### config.mk
export PLATFORM = sky130hd
export DESIGN_NAME = udp_ipv4_header_checksum_flat
export DESIGN_NICKNAME = d
export VERILOG_FILES = /design/src/hdl/uihc_pkg.sv /design/src/hdl/uihc_intf.sv /design/src/hdl/uihc_cfg_regs.sv /design/src/hdl/uihc_accum.sv /design/src/hdl/uihc_csum.sv /design/src/hdl/udp_ipv4_header_checksum.sv /design/src/flat_wrapper.sv
export SDC_FILE = /design/constraint.sdc
export NUM_CORES = 1
export LEC_CHECK = 0
export BUFFER_PORTS_ARGS = -buffer_cell sky130_fd_sc_hd__buf_2
export CAP_MARGIN = 20
export CORE_MARGIN = 5
export CORE_UTILIZATION = 57
export DETAILED_ROUTE_END_ITERATION = 10
export MAX_ROUTING_LAYER = met4
export PLACE_DENSITY = 0.75
export SKIP_CTS_REPAIR_TIMING = 1
export SYNTH_ARGS = -nofsm -noshare
export SYNTH_HDL_FRONTEND = slang
export SYNTH_SLANG_ARGS = --single-unit
### constraint.sdc
create_clock -name clk -period 17.5 [get_ports clk]
set_input_delay 3.5 -clock clk [delete_from_list [all_inputs] [get_ports clk]]
set_output_delay 3.5 -clock clk [all_outputs]
set_load 0.01 [all_outputs]
### src/hdl/uihc_pkg.sv
// ----------------------------------------------------------------------------
// uihc_pkg
// Shared types, widths and helpers for the UDP/IPv4 header checksum block.
// ----------------------------------------------------------------------------
package uihc_pkg;

	localparam int unsigned DataW     = 8;
	localparam int unsigned LenW      = 16;
	localparam int unsigned SumW      = 32;
	localparam int unsigned TotLenW   = 13;
	localparam int unsigned UdpLenW   = 12;
	localparam int unsigned CsumW     = 16;
	localparam int unsigned AddrSumW  = 18;
	localparam int unsigned IpSumW    = 20;
	localparam int unsigned UdpSumW   = 34;
	localparam int unsigned CfgIdxW   = 3;
	localparam int unsigned CfgDataW  = 32;

	localparam int unsigned MAX_PAYLOAD_DEF = 4068;

	localparam logic [LenW-1:0] IP_HDR_LEN   = 16'd20;
	localparam logic [LenW-1:0] UDP_HDR_LEN  = 16'd8;
	localparam logic [7:0]      UDP_PROTO    = 8'd17;
	localparam logic [LenW-1:0] IP_VER_IHL   = 16'h4500;
	localparam logic [CsumW-1:0] CSUM_ONES   = 16'hFFFF;

	localparam logic [15:0] SRC_PORT_RST = 16'd3456;
	localparam logic [15:0] DST_PORT_RST = 16'd53;
	localparam logic [7:0]  TTL_RST      = 8'd255;
	localparam logic [15:0] IDENT_RST    = 16'd54321;

	typedef enum logic [CfgIdxW-1:0] {
		REG_SRC_ADDR  = 3'd0,
		REG_DST_ADDR  = 3'd1,
		REG_SRC_PORT  = 3'd2,
		REG_DST_PORT  = 3'd3,
		REG_TTL       = 3'd4,
		REG_IDENT     = 3'd5
	} cfg_reg_t;

	typedef struct packed {
		logic [31:0]         src_addr;
		logic [31:0]         dst_addr;
		logic [15:0]         src_port;
		logic [15:0]         dst_port;
		logic [7:0]          ttl;
		logic [15:0]         ident;
		logic [AddrSumW-1:0] addr_sum;
	} cfg_t;

	// Per-datagram totals handed from the byte accumulator to the checksum stages.
	typedef struct packed {
		logic [SumW-1:0] payload_sum;
		logic [LenW-1:0] byte_count;
		logic            too_long;
	} snap_t;

	// Ones'-complement fold of a wide sum down to 16 bits.
	function automatic logic [CsumW-1:0] fold16(input logic [UdpSumW-1:0] s);
		logic [UdpSumW-1:0] a;
		a = {{(UdpSumW-16){1'b0}}, s[15:0]} + (s >> 16);
		a = {{(UdpSumW-16){1'b0}}, a[15:0]} + (a >> 16);
		a = {{(UdpSumW-16){1'b0}}, a[15:0]} + (a >> 16);
		return a[CsumW-1:0];
	endfunction

endpackage

### src/hdl/uihc_intf.sv
// ----------------------------------------------------------------------------
// uihc_byte_if / uihc_result_if
// Valid/ready channels for payload bytes and datagram results.
// ----------------------------------------------------------------------------
interface uihc_byte_if;
	logic                         valid;
	logic                         ready;
	logic [uihc_pkg::DataW-1:0]   payload_byte;
	logic                         last_byte;

	modport source (output valid, payload_byte, last_byte, input ready);
	modport sink   (input valid, payload_byte, last_byte, output ready);
endinterface

interface uihc_result_if;
	logic                           valid;
	logic                           ready;
	logic [uihc_pkg::TotLenW-1:0]   total_length;
	logic [uihc_pkg::UdpLenW-1:0]   udp_dgram_len;
	logic [uihc_pkg::CsumW-1:0]     ip_checksum;
	logic [uihc_pkg::CsumW-1:0]     udp_checksum;
	logic                           too_long;

	modport source (output valid, total_length, udp_dgram_len, ip_checksum, udp_checksum,
		too_long, input ready);
	modport sink   (input valid, total_length, udp_dgram_len, ip_checksum, udp_checksum,
		too_long, output ready);
endinterface

### src/hdl/uihc_cfg_regs.sv
// ----------------------------------------------------------------------------
// uihc_cfg_regs
// Configuration register file with a registered address partial sum.
// ----------------------------------------------------------------------------
module uihc_cfg_regs (
	input  logic                            clk,
	input  logic                            arst_n,
	input  logic                            cfg_wr_en,
	input  logic [uihc_pkg::CfgIdxW-1:0]    cfg_index,
	input  logic [uihc_pkg::CfgDataW-1:0]   cfg_wdata,
	output uihc_pkg::cfg_t                  cfg
);

	logic [31:0]                      src_addr_q;
	logic [31:0]                      dst_addr_q;
	logic [15:0]                      src_port_q;
	logic [15:0]                      dst_port_q;
	logic [7:0]                       ttl_q;
	logic [15:0]                      ident_q;
	logic [uihc_pkg::AddrSumW-1:0]    addr_sum_q;

	always_ff @(posedge clk or negedge arst_n) begin
		if (!arst_n) begin
			src_addr_q <= '0;
			dst_addr_q <= '0;
			src_port_q <= uihc_pkg::SRC_PORT_RST;
			dst_port_q <= uihc_pkg::DST_PORT_RST;
			ttl_q      <= uihc_pkg::TTL_RST;
			ident_q    <= uihc_pkg::IDENT_RST;
		end else if (cfg_wr_en) begin
			case (uihc_pkg::cfg_reg_t'(cfg_index))
				uihc_pkg::REG_SRC_ADDR: src_addr_q <= cfg_wdata;
				uihc_pkg::REG_DST_ADDR: dst_addr_q <= cfg_wdata;
				uihc_pkg::REG_SRC_PORT: src_port_q <= cfg_wdata[15:0];
				uihc_pkg::REG_DST_PORT: dst_port_q <= cfg_wdata[15:0];
				uihc_pkg::REG_TTL:      ttl_q      <= cfg_wdata[7:0];
				uihc_pkg::REG_IDENT:    ident_q    <= cfg_wdata[15:0];
				default: ;
			endcase
		end
	end

	always_ff @(posedge clk or negedge arst_n) begin
		if (!arst_n) begin
			addr_sum_q <= '0;
		end else begin
			addr_sum_q <= uihc_pkg::AddrSumW'(src_addr_q[31:16]) +
				uihc_pkg::AddrSumW'(src_addr_q[15:0]) +
				uihc_pkg::AddrSumW'(dst_addr_q[31:16]) +
				uihc_pkg::AddrSumW'(dst_addr_q[15:0]);
		end
	end

	assign cfg.src_addr = src_addr_q;
	assign cfg.dst_addr = dst_addr_q;
	assign cfg.src_port = src_port_q;
	assign cfg.dst_port = dst_port_q;
	assign cfg.ttl      = ttl_q;
	assign cfg.ident    = ident_q;
	assign cfg.addr_sum = addr_sum_q;

endmodule

### src/hdl/uihc_accum.sv
// ----------------------------------------------------------------------------
// uihc_accum
// Running payload word sum and byte count; snapshot into s1 on the last byte.
// ----------------------------------------------------------------------------
module uihc_accum #(
	parameter int unsigned MAX_PAYLOAD = uihc_pkg::MAX_PAYLOAD_DEF
) (
	input  logic             clk,
	input  logic             arst_n,
	uihc_byte_if.sink        byte_in,
	output logic             snap_valid_s1,
	output uihc_pkg::snap_t  snap_s1,
	input  logic             snap_ready
);

	localparam int unsigned CountW = $clog2(MAX_PAYLOAD + 1);

	logic [uihc_pkg::SumW-1:0]   sum_q;
	logic [CountW-1:0]           count_q;
	logic [uihc_pkg::DataW-1:0]  held_q;
	logic                        odd_q;
	logic                        ovf_q;

	logic                        take;
	logic                        room;
	logic [uihc_pkg::LenW-1:0]   addend;
	logic [uihc_pkg::SumW-1:0]   payload;
	logic [CountW-1:0]           count_n;

	assign byte_in.ready = !snap_valid_s1 || snap_ready;
	assign take          = byte_in.valid && byte_in.ready;
	assign room          = count_q < CountW'(MAX_PAYLOAD);
	assign count_n       = room ? count_q + CountW'(1) : count_q;

	// Word to add for the final total, including a padded unpaired byte.
	always_comb begin
		if (room && odd_q) begin
			addend = {held_q, byte_in.payload_byte};
		end else if (room) begin
			addend = {byte_in.payload_byte, 8'h00};
		end else if (odd_q) begin
			addend = {held_q, 8'h00};
		end else begin
			addend = '0;
		end
	end

	assign payload = sum_q + uihc_pkg::SumW'(addend);

	always_ff @(posedge clk or negedge arst_n) begin
		if (!arst_n) begin
			sum_q   <= '0;
			count_q <= '0;
			held_q  <= '0;
			odd_q   <= 1'b0;
			ovf_q   <= 1'b0;
		end else if (take) begin
			if (byte_in.last_byte) begin
				sum_q   <= '0;
				count_q <= '0;
				held_q  <= '0;
				odd_q   <= 1'b0;
				ovf_q   <= 1'b0;
			end else if (room) begin
				count_q <= count_n;
				if (odd_q) begin
					sum_q <= payload;
					odd_q <= 1'b0;
				end else begin
					held_q <= byte_in.payload_byte;
					odd_q  <= 1'b1;
				end
			end else begin
				ovf_q <= 1'b1;
			end
		end
	end

	always_ff @(posedge clk or negedge arst_n) begin
		if (!arst_n) begin
			snap_valid_s1 <= 1'b0;
		end else if (byte_in.ready) begin
			snap_valid_s1 <= take && byte_in.last_byte;
		end
	end

	always_ff @(posedge clk) begin
		if (take && byte_in.last_byte) begin
			snap_s1.payload_sum <= payload;
			snap_s1.byte_count  <= uihc_pkg::LenW'(count_n);
			snap_s1.too_long    <= ovf_q || !room;
		end
	end

	a_count_bound: assert property (@(posedge clk) disable iff (!arst_n)
		count_q <= CountW'(MAX_PAYLOAD))
		else $error("byte count above maximum payload");

	a_ovf_full: assert property (@(posedge clk) disable iff (!arst_n)
		ovf_q |-> count_q == CountW'(MAX_PAYLOAD))
		else $error("overflow flagged before payload reached maximum");

	a_clear_after_last: assert property (@(posedge clk) disable iff (!arst_n)
		take && byte_in.last_byte |=> count_q == '0 && !odd_q && !ovf_q)
		else $error("running state not cleared after last byte");

	a_snap_hold: assert property (@(posedge clk) disable iff (!arst_n)
		snap_valid_s1 && !snap_ready |=> snap_valid_s1 && $stable(snap_s1))
		else $error("snapshot changed while stalled");

endmodule

### src/hdl/uihc_csum.sv
// ----------------------------------------------------------------------------
// uihc_csum
// Header and pseudo-header sums (s2), then fold, complement and result register.
// ----------------------------------------------------------------------------
module uihc_csum (
	input  logic             clk,
	input  logic             arst_n,
	input  uihc_pkg::cfg_t   cfg,
	input  logic             snap_valid_s1,
	input  uihc_pkg::snap_t  snap_s1,
	output logic             snap_ready,
	uihc_result_if.source    result_out
);

	logic [uihc_pkg::LenW-1:0]      tot_len;
	logic [uihc_pkg::LenW-1:0]      udp_len;

	logic                           valid_s2;
	logic [uihc_pkg::IpSumW-1:0]    ip_sum_s2;
	logic [uihc_pkg::UdpSumW-1:0]   udp_sum_s2;
	logic [uihc_pkg::TotLenW-1:0]   tot_len_s2;
	logic [uihc_pkg::UdpLenW-1:0]   udp_len_s2;
	logic                           too_long_s2;
	logic                           ready_s2;

	logic                           out_valid_q;
	logic [uihc_pkg::CsumW-1:0]     udp_csum;

	assign ready_s2   = !out_valid_q || result_out.ready;
	assign snap_ready = !valid_s2 || ready_s2;

	assign tot_len = uihc_pkg::IP_HDR_LEN + uihc_pkg::UDP_HDR_LEN + snap_s1.byte_count;
	assign udp_len = uihc_pkg::UDP_HDR_LEN + snap_s1.byte_count;

	always_ff @(posedge clk or negedge arst_n) begin
		if (!arst_n) begin
			valid_s2 <= 1'b0;
		end else if (snap_ready) begin
			valid_s2 <= snap_valid_s1;
		end
	end

	always_ff @(posedge clk) begin
		if (snap_ready && snap_valid_s1) begin
			ip_sum_s2 <= uihc_pkg::IpSumW'(uihc_pkg::IP_VER_IHL) +
				uihc_pkg::IpSumW'(tot_len) +
				uihc_pkg::IpSumW'(cfg.ident) +
				uihc_pkg::IpSumW'({cfg.ttl, uihc_pkg::UDP_PROTO}) +
				uihc_pkg::IpSumW'(cfg.addr_sum);
			udp_sum_s2 <= uihc_pkg::UdpSumW'(snap_s1.payload_sum) +
				uihc_pkg::UdpSumW'(cfg.addr_sum) +
				uihc_pkg::UdpSumW'(uihc_pkg::UDP_PROTO) +
				uihc_pkg::UdpSumW'({udp_len, 1'b0}) +
				uihc_pkg::UdpSumW'(cfg.src_port) +
				uihc_pkg::UdpSumW'(cfg.dst_port);
			tot_len_s2  <= tot_len[uihc_pkg::TotLenW-1:0];
			udp_len_s2  <= udp_len[uihc_pkg::UdpLenW-1:0];
			too_long_s2 <= snap_s1.too_long;
		end
	end

	assign udp_csum = ~uihc_pkg::fold16(udp_sum_s2);

	always_ff @(posedge clk or negedge arst_n) begin
		if (!arst_n) begin
			out_valid_q <= 1'b0;
		end else if (ready_s2) begin
			out_valid_q <= valid_s2;
		end
	end

	always_ff @(posedge clk) begin
		if (ready_s2 && valid_s2) begin
			result_out.total_length  <= tot_len_s2;
			result_out.udp_dgram_len <= udp_len_s2;
			result_out.ip_checksum   <= ~uihc_pkg::fold16(uihc_pkg::UdpSumW'(ip_sum_s2));
			result_out.udp_checksum  <= (udp_csum == '0) ? uihc_pkg::CSUM_ONES : udp_csum;
			result_out.too_long      <= too_long_s2;
		end
	end

	assign result_out.valid = out_valid_q;

	a_udp_nonzero: assert property (@(posedge clk) disable iff (!arst_n)
		out_valid_q |-> result_out.udp_checksum != '0)
		else $error("zero UDP checksum sent");

	a_s2_advance: assert property (@(posedge clk) disable iff (!arst_n)
		valid_s2 && ready_s2 |=> out_valid_q)
		else $error("transaction lost between s2 and output");

	a_len_relation: assert property (@(posedge clk) disable iff (!arst_n)
		valid_s2 |-> tot_len_s2[uihc_pkg::UdpLenW-1:0] ==
			uihc_pkg::UdpLenW'(udp_len_s2 + uihc_pkg::UdpLenW'(20)))
		else $error("total length and UDP length disagree");

endmodule

### src/hdl/udp_ipv4_header_checksum.sv
// ----------------------------------------------------------------------------
// udp_ipv4_header_checksum
// UDP/IPv4 length and checksum generator over a byte-wide payload stream.
// ----------------------------------------------------------------------------
// Takes one payload byte per clock while ready is high, with no gaps between
// datagrams: the byte accumulator adds one 16-bit word every second byte. The
// transaction flagged last_byte yields one result via the snapshot register,
// the sum stage and the fold into the result register. Ready drops only when
// the result register is held by the sink and both stages behind it are full.
// Configuration writes take effect on the next datagram; the user must make
// them while no datagram is in flight, which the block does not enforce.
module udp_ipv4_header_checksum #(
	parameter int unsigned MAX_PAYLOAD = uihc_pkg::MAX_PAYLOAD_DEF
) (
	input  logic                            clk,
	input  logic                            arst_n,
	input  logic                            cfg_wr_en,
	input  logic [uihc_pkg::CfgIdxW-1:0]    cfg_index,
	input  logic [uihc_pkg::CfgDataW-1:0]   cfg_wdata,
	uihc_byte_if.sink                       byte_in,
	uihc_result_if.source                   result_out
);

	uihc_pkg::cfg_t   cfg;
	uihc_pkg::snap_t  snap_s1;
	logic             snap_valid_s1;
	logic             snap_ready;

	uihc_cfg_regs u_cfg_regs (
		.clk       (clk),
		.arst_n    (arst_n),
		.cfg_wr_en (cfg_wr_en),
		.cfg_index (cfg_index),
		.cfg_wdata (cfg_wdata),
		.cfg       (cfg)
	);

	uihc_accum #(
		.MAX_PAYLOAD (MAX_PAYLOAD)
	) u_accum (
		.clk           (clk),
		.arst_n        (arst_n),
		.byte_in       (byte_in),
		.snap_valid_s1 (snap_valid_s1),
		.snap_s1       (snap_s1),
		.snap_ready    (snap_ready)
	);

	uihc_csum u_csum (
		.clk           (clk),
		.arst_n        (arst_n),
		.cfg           (cfg),
		.snap_valid_s1 (snap_valid_s1),
		.snap_s1       (snap_s1),
		.snap_ready    (snap_ready),
		.result_out    (result_out)
	);

endmodule
### src/flat_wrapper.sv
// flat-port wrapper written by rule: the top's interface ports become plain ports
module udp_ipv4_header_checksum_flat 
#(
	parameter int unsigned MAX_PAYLOAD = uihc_pkg::MAX_PAYLOAD_DEF
)
  (clk, arst_n, cfg_wr_en, cfg_index, cfg_wdata, byte_in_valid, byte_in_payload_byte, byte_in_last_byte, byte_in_ready, result_out_valid, result_out_total_length, result_out_udp_dgram_len, result_out_ip_checksum, result_out_udp_checksum, result_out_too_long, result_out_ready);
  uihc_byte_if byte_in_i ();
  uihc_result_if result_out_i ();
  input  logic clk;
  input  logic arst_n;
  input  logic cfg_wr_en;
  input  logic [uihc_pkg::CfgIdxW-1:0] cfg_index;
  input  logic [uihc_pkg::CfgDataW-1:0] cfg_wdata;
  input wire logic [$bits(byte_in_i.valid)-1:0] byte_in_valid;
  input wire logic [$bits(byte_in_i.payload_byte)-1:0] byte_in_payload_byte;
  input wire logic [$bits(byte_in_i.last_byte)-1:0] byte_in_last_byte;
  output wire logic [$bits(byte_in_i.ready)-1:0] byte_in_ready;
  output wire logic [$bits(result_out_i.valid)-1:0] result_out_valid;
  output wire logic [$bits(result_out_i.total_length)-1:0] result_out_total_length;
  output wire logic [$bits(result_out_i.udp_dgram_len)-1:0] result_out_udp_dgram_len;
  output wire logic [$bits(result_out_i.ip_checksum)-1:0] result_out_ip_checksum;
  output wire logic [$bits(result_out_i.udp_checksum)-1:0] result_out_udp_checksum;
  output wire logic [$bits(result_out_i.too_long)-1:0] result_out_too_long;
  input wire logic [$bits(result_out_i.ready)-1:0] result_out_ready;
  assign byte_in_i.valid = byte_in_valid;
  assign byte_in_i.payload_byte = byte_in_payload_byte;
  assign byte_in_i.last_byte = byte_in_last_byte;
  assign byte_in_ready = byte_in_i.ready;
  assign result_out_valid = result_out_i.valid;
  assign result_out_total_length = result_out_i.total_length;
  assign result_out_udp_dgram_len = result_out_i.udp_dgram_len;
  assign result_out_ip_checksum = result_out_i.ip_checksum;
  assign result_out_udp_checksum = result_out_i.udp_checksum;
  assign result_out_too_long = result_out_i.too_long;
  assign result_out_i.ready = result_out_ready;
  udp_ipv4_header_checksum #(.MAX_PAYLOAD(MAX_PAYLOAD)) u_core (.clk(clk), .arst_n(arst_n), .cfg_wr_en(cfg_wr_en), .cfg_index(cfg_index), .cfg_wdata(cfg_wdata), .byte_in(byte_in_i), .result_out(result_out_i));
endmodule
Word level (Yosys, flattened, before mapping)
Cells that the tools add are included.
{ "word_totals": {"inputBits": 49, "out_inout_bits": 60, "word_cells": 104, "register_bits": 378} }
{ "op_classes": {"n_mux": 17, "bitwise": 2, "n_addsub": 22, "eq_ne": 7, "order_cmp": 1, "n_reduce_logical": 27} }
{ "op_table": {"columns": ["op", "count"], "rows": [
  ["two-way mux 32 bit", 3],
  ["adder 34 x 16 -> 34 bit", 2],
  ["two-way mux 16 bit", 3],
  ["adder 17 x 16 -> 18 bit", 2],
  ["two-way mux 12 bit", 3],
  ["adder 16 x 16 -> 17 bit", 2],
  ["adder 33 x 5 -> 34 bit (second input constant)", 1],
  ["adder 34 x 14 -> 34 bit", 1],
  ["adder 32 x 18 -> 33 bit", 1],
  ["adder 16 x 1 -> 16 bit", 2],
  ["adder 32 x 16 -> 32 bit", 1],
  ["inverter 16 bit", 2],
  ["two-way mux 8 bit", 3],
  ["adder 16 x 18 -> 19 bit", 1],
  ["adder 18 x 18 -> 19 bit", 1],
  ["adder 18 x 16 -> 18 bit", 1],
  ["adder 16 x 1 -> 17 bit", 1],
  ["adder 16 x 3 -> 17 bit", 1],
  ["adder 16 x 4 -> 17 bit", 1],
  ["adder 15 x 13 -> 16 bit (first input constant)", 1],
  ["zero test 16 bit", 1],
  ["AND reduction 2 bit", 8],
  ["adder 4 x 12 -> 13 bit (first input constant)", 1],
  ["adder 5 x 12 -> 13 bit (first input constant)", 1],
  ["other kinds (13)", 32]
]} }

Logic depth before layout (Yosys ltp)
{ "depth": {"depth_word": 7, "ltp_mapped": 32, "ltp_nobuf": 31} }

Modules after synthesis
A second synthesis with hierarchy kept.
{ "hier_totals": {"hier_cells": 2115, "area_unflattened_um2": 23328.6} }
{ "modules_own_cells": {"columns": ["module", "cells_each", "area_each_um2", "instances"], "rows": [
  ["uihc_csum", 1036, 11433.5, 1],
  ["uihc_cfg_regs", 565, 6581.3, 1],
  ["uihc_accum", 514, 5313.8, 1]
]} }

Worst setup path after synthesis
OpenSTA, ideal clock, no wires.
{ "synth_timing": {"path_kind": "input to output", "startpoint": "input port result_out_ready", "endpoint": "output port byte_in_ready", "t_arrival_ps": 3792, "slack_ps": 10208, "stages": 2, "required_time_ps": 14000, "path_cell_list": "nor2b_1 > nand3_1"} }
{ "synth_via": {"elab_chain_len": 3} }
{ "synth_lines": {"columns": ["item", "line", "rtl"], "rows": [
  ["start, declared", "flat_wrapper.sv:24", "input wire logic [$bits(result_out_i.ready)-1:0] result_out_ready;"],
  ["logical OR 1 bit", "uihc_csum.sv:29", "assign ready_s2 = !out_valid_q || result_out.ready;"],
  ["logical OR 1 bit", "uihc_csum.sv:30", "assign snap_ready = !valid_s2 || ready_s2;"],
  ["logical OR 1 bit", "uihc_accum.sv:30", "assign byte_in.ready = !snap_valid_s1 || snap_ready;"],
  ["end, declared", "flat_wrapper.sv:17", "output wire logic [$bits(byte_in_i.ready)-1:0] byte_in_ready;"]
]} }
Every way passes these cells.

Final worst setup path
Ends and elaborated chain as after synthesis.

==> run_results.csv <==
group,metric,value,unit
placed_design,dp_slack,9910,ps
cells_and_area,fin_util,64.4,%
min_path,min_to,"u_core.u_csum.result_out.total_length[1]",
floorplan,start_util,57.8,%
cts,insertion_delay,560,ps
job,maxCapViolCount,0,
critical_path,path_max_fanout,4,
floorplan,die_h,208,µm
route,drtAntennaViolNets,0,
yosys,synthesis.nets,2226,
sta,hold_slack,416,ps
yosys,syn_area,22400,µm²
sta,fin_crit_sh,43.3,%
critical_path,crit-reg2reg-launch,"u_core.u_csum.udp_sum_s2[4]",
route,drt-initial-drc-count,819,
power_and_ir_drop,leakage,10.9,nW
yosys,synth_edf_count,177,
route,drt-vias-per-instance,5.68,
power_and_ir_drop,ir_drop,0.150,mV
critical_path,worstPathRequired,14000,ps
sta,period_needed,7580,ps
sta,fmax,132,MHz
yosys,synth-async-reset-ratio,52.4,%
floorplan,placementRows,72,
floorplan,ioPinCount,109,
critical_path,crit_path_start_kind,"input port",
yosys,ys_ff_latch,372,
cts,path_clk_slew,50,ps
sta,worst_pin_slew,992,ps
critical_path,r2r_end,"u_core.u_csum.result_out.udp_checksum[6]",
route,routed_wirelength,47200,µm
yosys,yosysSeqAreaShare,45.6,%
cells_and_area,diodes,0,
floorplan,coreArea,38700,µm²
route,routedWlPerCell,18.2,µm
sta,worst_slack,9920,ps
sta,setup_viol,0,
critical_path,r2r_slack,10360,ps
min_path,hold_path_class,"reg2reg",
yosys,synth_ff_type,"edfxtp_1",
placed_design,port_buffers,108,
cells_and_area,final_cell_area,24900,µm²
cts,cts_max_level,2,
yosys,ys_types,83,
placed_design,gp_congestion,0.911,
cts,cts-root-buf,"clkbuf_16",
yosys,syn_inst,1919,
critical_path,criticalPathCategory,"in2out",
cells_and_area,nets,2344,
floorplan,die_width,208,µm
critical_path,crit_arrival,4080,ps
floorplan,dieArea,43400,µm²
global_route,grt_pass1_wl,76900,µm
power_and_ir_drop,powerDensity,221,nW/µm²
cells_and_area,drive_above_1_share,17.6,%
sta,slew_headroom,33.7,%
cts,cts_tree,"yes",
sta,clock_skew,19.2,ps
sta,setup_tns,0,ps
global_route,grt_overflow,0,
cells_and_area,stdcell_count,2588,
route,dr.pass1.iters,5,
global_route,grt_max_degree,131,
cts,clock_path_buffers,3,
outcome,status,"complete, no violations",
global_route,grt_pass1_vias,14700,
placed_design,place_area,23500,µm²
min_path,hold_path_depth,0,
yosys,netlist.area_leader.share,23.7,%
cts,clock-sinks,372,
route,vias,14700,
yosys,synth_area_leaders,"edfxtp_1 24%, dfrtp_1 19%, fa_1 9.1%",
yosys,synthesis.yosys.warnings,0,
min_path,min_from,"u_core.u_csum.tot_len_s2[1]",
global_route,antenna_found_initial,0,
sta,timing.final.max_slew_violations,0,
yosys,yosysTopAreaCell,"edfxtp_1",
sta,rsz0062_at_grt,"no",
route,drc,0,
placed_design,dp.cells,2510,
cts,cts_buffers,41,
power_and_ir_drop,total_power,5.52,mW
yosys,postSynthAreaPerCell,11.7,µm²
global_route,grtUsageTotal,22.4,%
placed_design,place_hpwl,35400,µm
cells_and_area,area_growth,11.3,%
critical_path,worst_r2r_path_depth,29,
sta,finalHoldViolCount,0,
critical_path,end_kind,"output pin",
## sequential cells by signal, indices dropped and copies added (netlist names), 12 cells and up
signal                                 cells
u_core.u_csum.tot_len_s2                  13
u_core.u_cfg_regs.src_addr_q              32
u_core.u_csum.result_out.udp_checksum     16
u_core.u_cfg_regs.addr_sum_q              18
u_core.u_cfg_regs.dst_addr_q              32
u_core.u_csum.result_out.ip_checksum      16
u_core.u_accum.sum_q                      32
u_core.u_accum.count_q                    12
u_core.u_accum.snap_s1                    45
u_core.u_csum.udp_sum_s2                  33
u_core.u_cfg_regs.ident_q                 16
u_core.u_cfg_regs.src_port_q              16
u_core.u_csum.ip_sum_s2                   19
u_core.u_csum.result_out.total_length     13
u_core.u_cfg_regs.dst_port_q              16
## synthesized netlist by cell type, drive strengths merged (9+ instances only)
| library cell | n |
|---|---|
| nor3 | 29 |
| nand4 | 19 |
| o31ai | 12 |
| ha | 156 |
| dfstp | 23 |
| xnor2 | 122 |
| nand2b | 21 |
| edfxtp | 177 |
| o21ai | 80 |
| nor2 | 79 |
| and3 | 36 |
| a21o | 18 |
| inv | 178 |
| and2 | 9 |
| buf | 10 |
| or3 | 9 |
| a21oi | 69 |
| o21bai | 14 |
| a22o | 27 |
| nor2b | 13 |
| dfrtp | 172 |
| fa | 102 |
| xor2 | 52 |
| a31oi | 14 |
| nand3 | 62 |
| o21a | 12 |
| nand2 | 129 |
| mux2 | 111 |
| a21boi | 10 |
| a211oi | 11 |
| clkbuf | 39 |
## worst max-delay path, cell delays in order
cell and delay, ps:
buf_2 100, nor2b_1 140, nand3_1 160, buf_2 180
## cells by family after synthesis
family	after synthesis	synth area share [%]
simple gates	447	10.1
flops	372	45.6
compound gates	326	9.92
fa+ha+maj	258	17.8
buf+inv	227	3.90
xor+xnor	175	6.90
mux	114	5.71
## per-layer routing
metal / up-vias / GRT usage (%) / wire [µm]
li1: 7025 / - / -
met1: 7208 / 30.7 / 20800
met2: 371 / 35.0 / 22500
met3: 83 / 4.05 / 2570
met4: 0 / 6.27 / 1270
met5: - / - / 0
## final cells by class
cell class | count | area [µm²]
clock buffers | 61 | 1250
clock inverters | 15 | 128
fillers | 2960 | 13800
inverters | 178 | 668
multi-input cells | 1320 | 11300
flip-flops and latches | 372 | 10200
well taps | 518 | 648
repair buffers | 124 | 697
## cells in the final DEF, fill, tap and decap left out, types with 13 or more instances in the layout
master / instances
inv_1: 178
edfxtp_1: 177
dfrtp_1: 172
ha_1: 156
xnor2_1: 122
nand2_1: 120
mux2_2: 111
buf_2: 107
fa_1: 102
o21ai_0: 78
nor2_1: 78
a21oi_1: 68
nand3_1: 62
xor2_1: 52
clkbuf_16: 44
and3_1: 36
nor3_1: 29
a22o_1: 26
dfstp_2: 23
nand2b_1: 21
nand4_1: 18
a21o_1: 18
o21bai_1: 14
a31oi_1: 14
buf_4: 14
nor2b_1: 13
## worst max path at each step
stage                                                          end                        start  depth (start not counted)  slack (ps)
after floorplan                                      byte_in_ready             result_out_ready                          2       10210
after global placement                               byte_in_ready             result_out_ready                          4        9970
after detailed placement                             byte_in_ready             result_out_ready                          4        9910
after CTS                                            byte_in_ready             result_out_ready                          4        9910
after global routing      u_core.u_csum.result_out.udp_checksum[0]  u_core.u_csum.udp_sum_s2[4]                         29        9600
final                                                byte_in_ready             result_out_ready                          4        9920
## where the power goes
part / internal, mW / leakage [nW] / switching (mW)
clock: 0.526 / 0.685 / 0.341
combinational: 1.35 / 6.11 / 1.85
sequential: 1.31 / 4.08 / 0.147
Note: power is estimated with default switching activity, not from simulation.
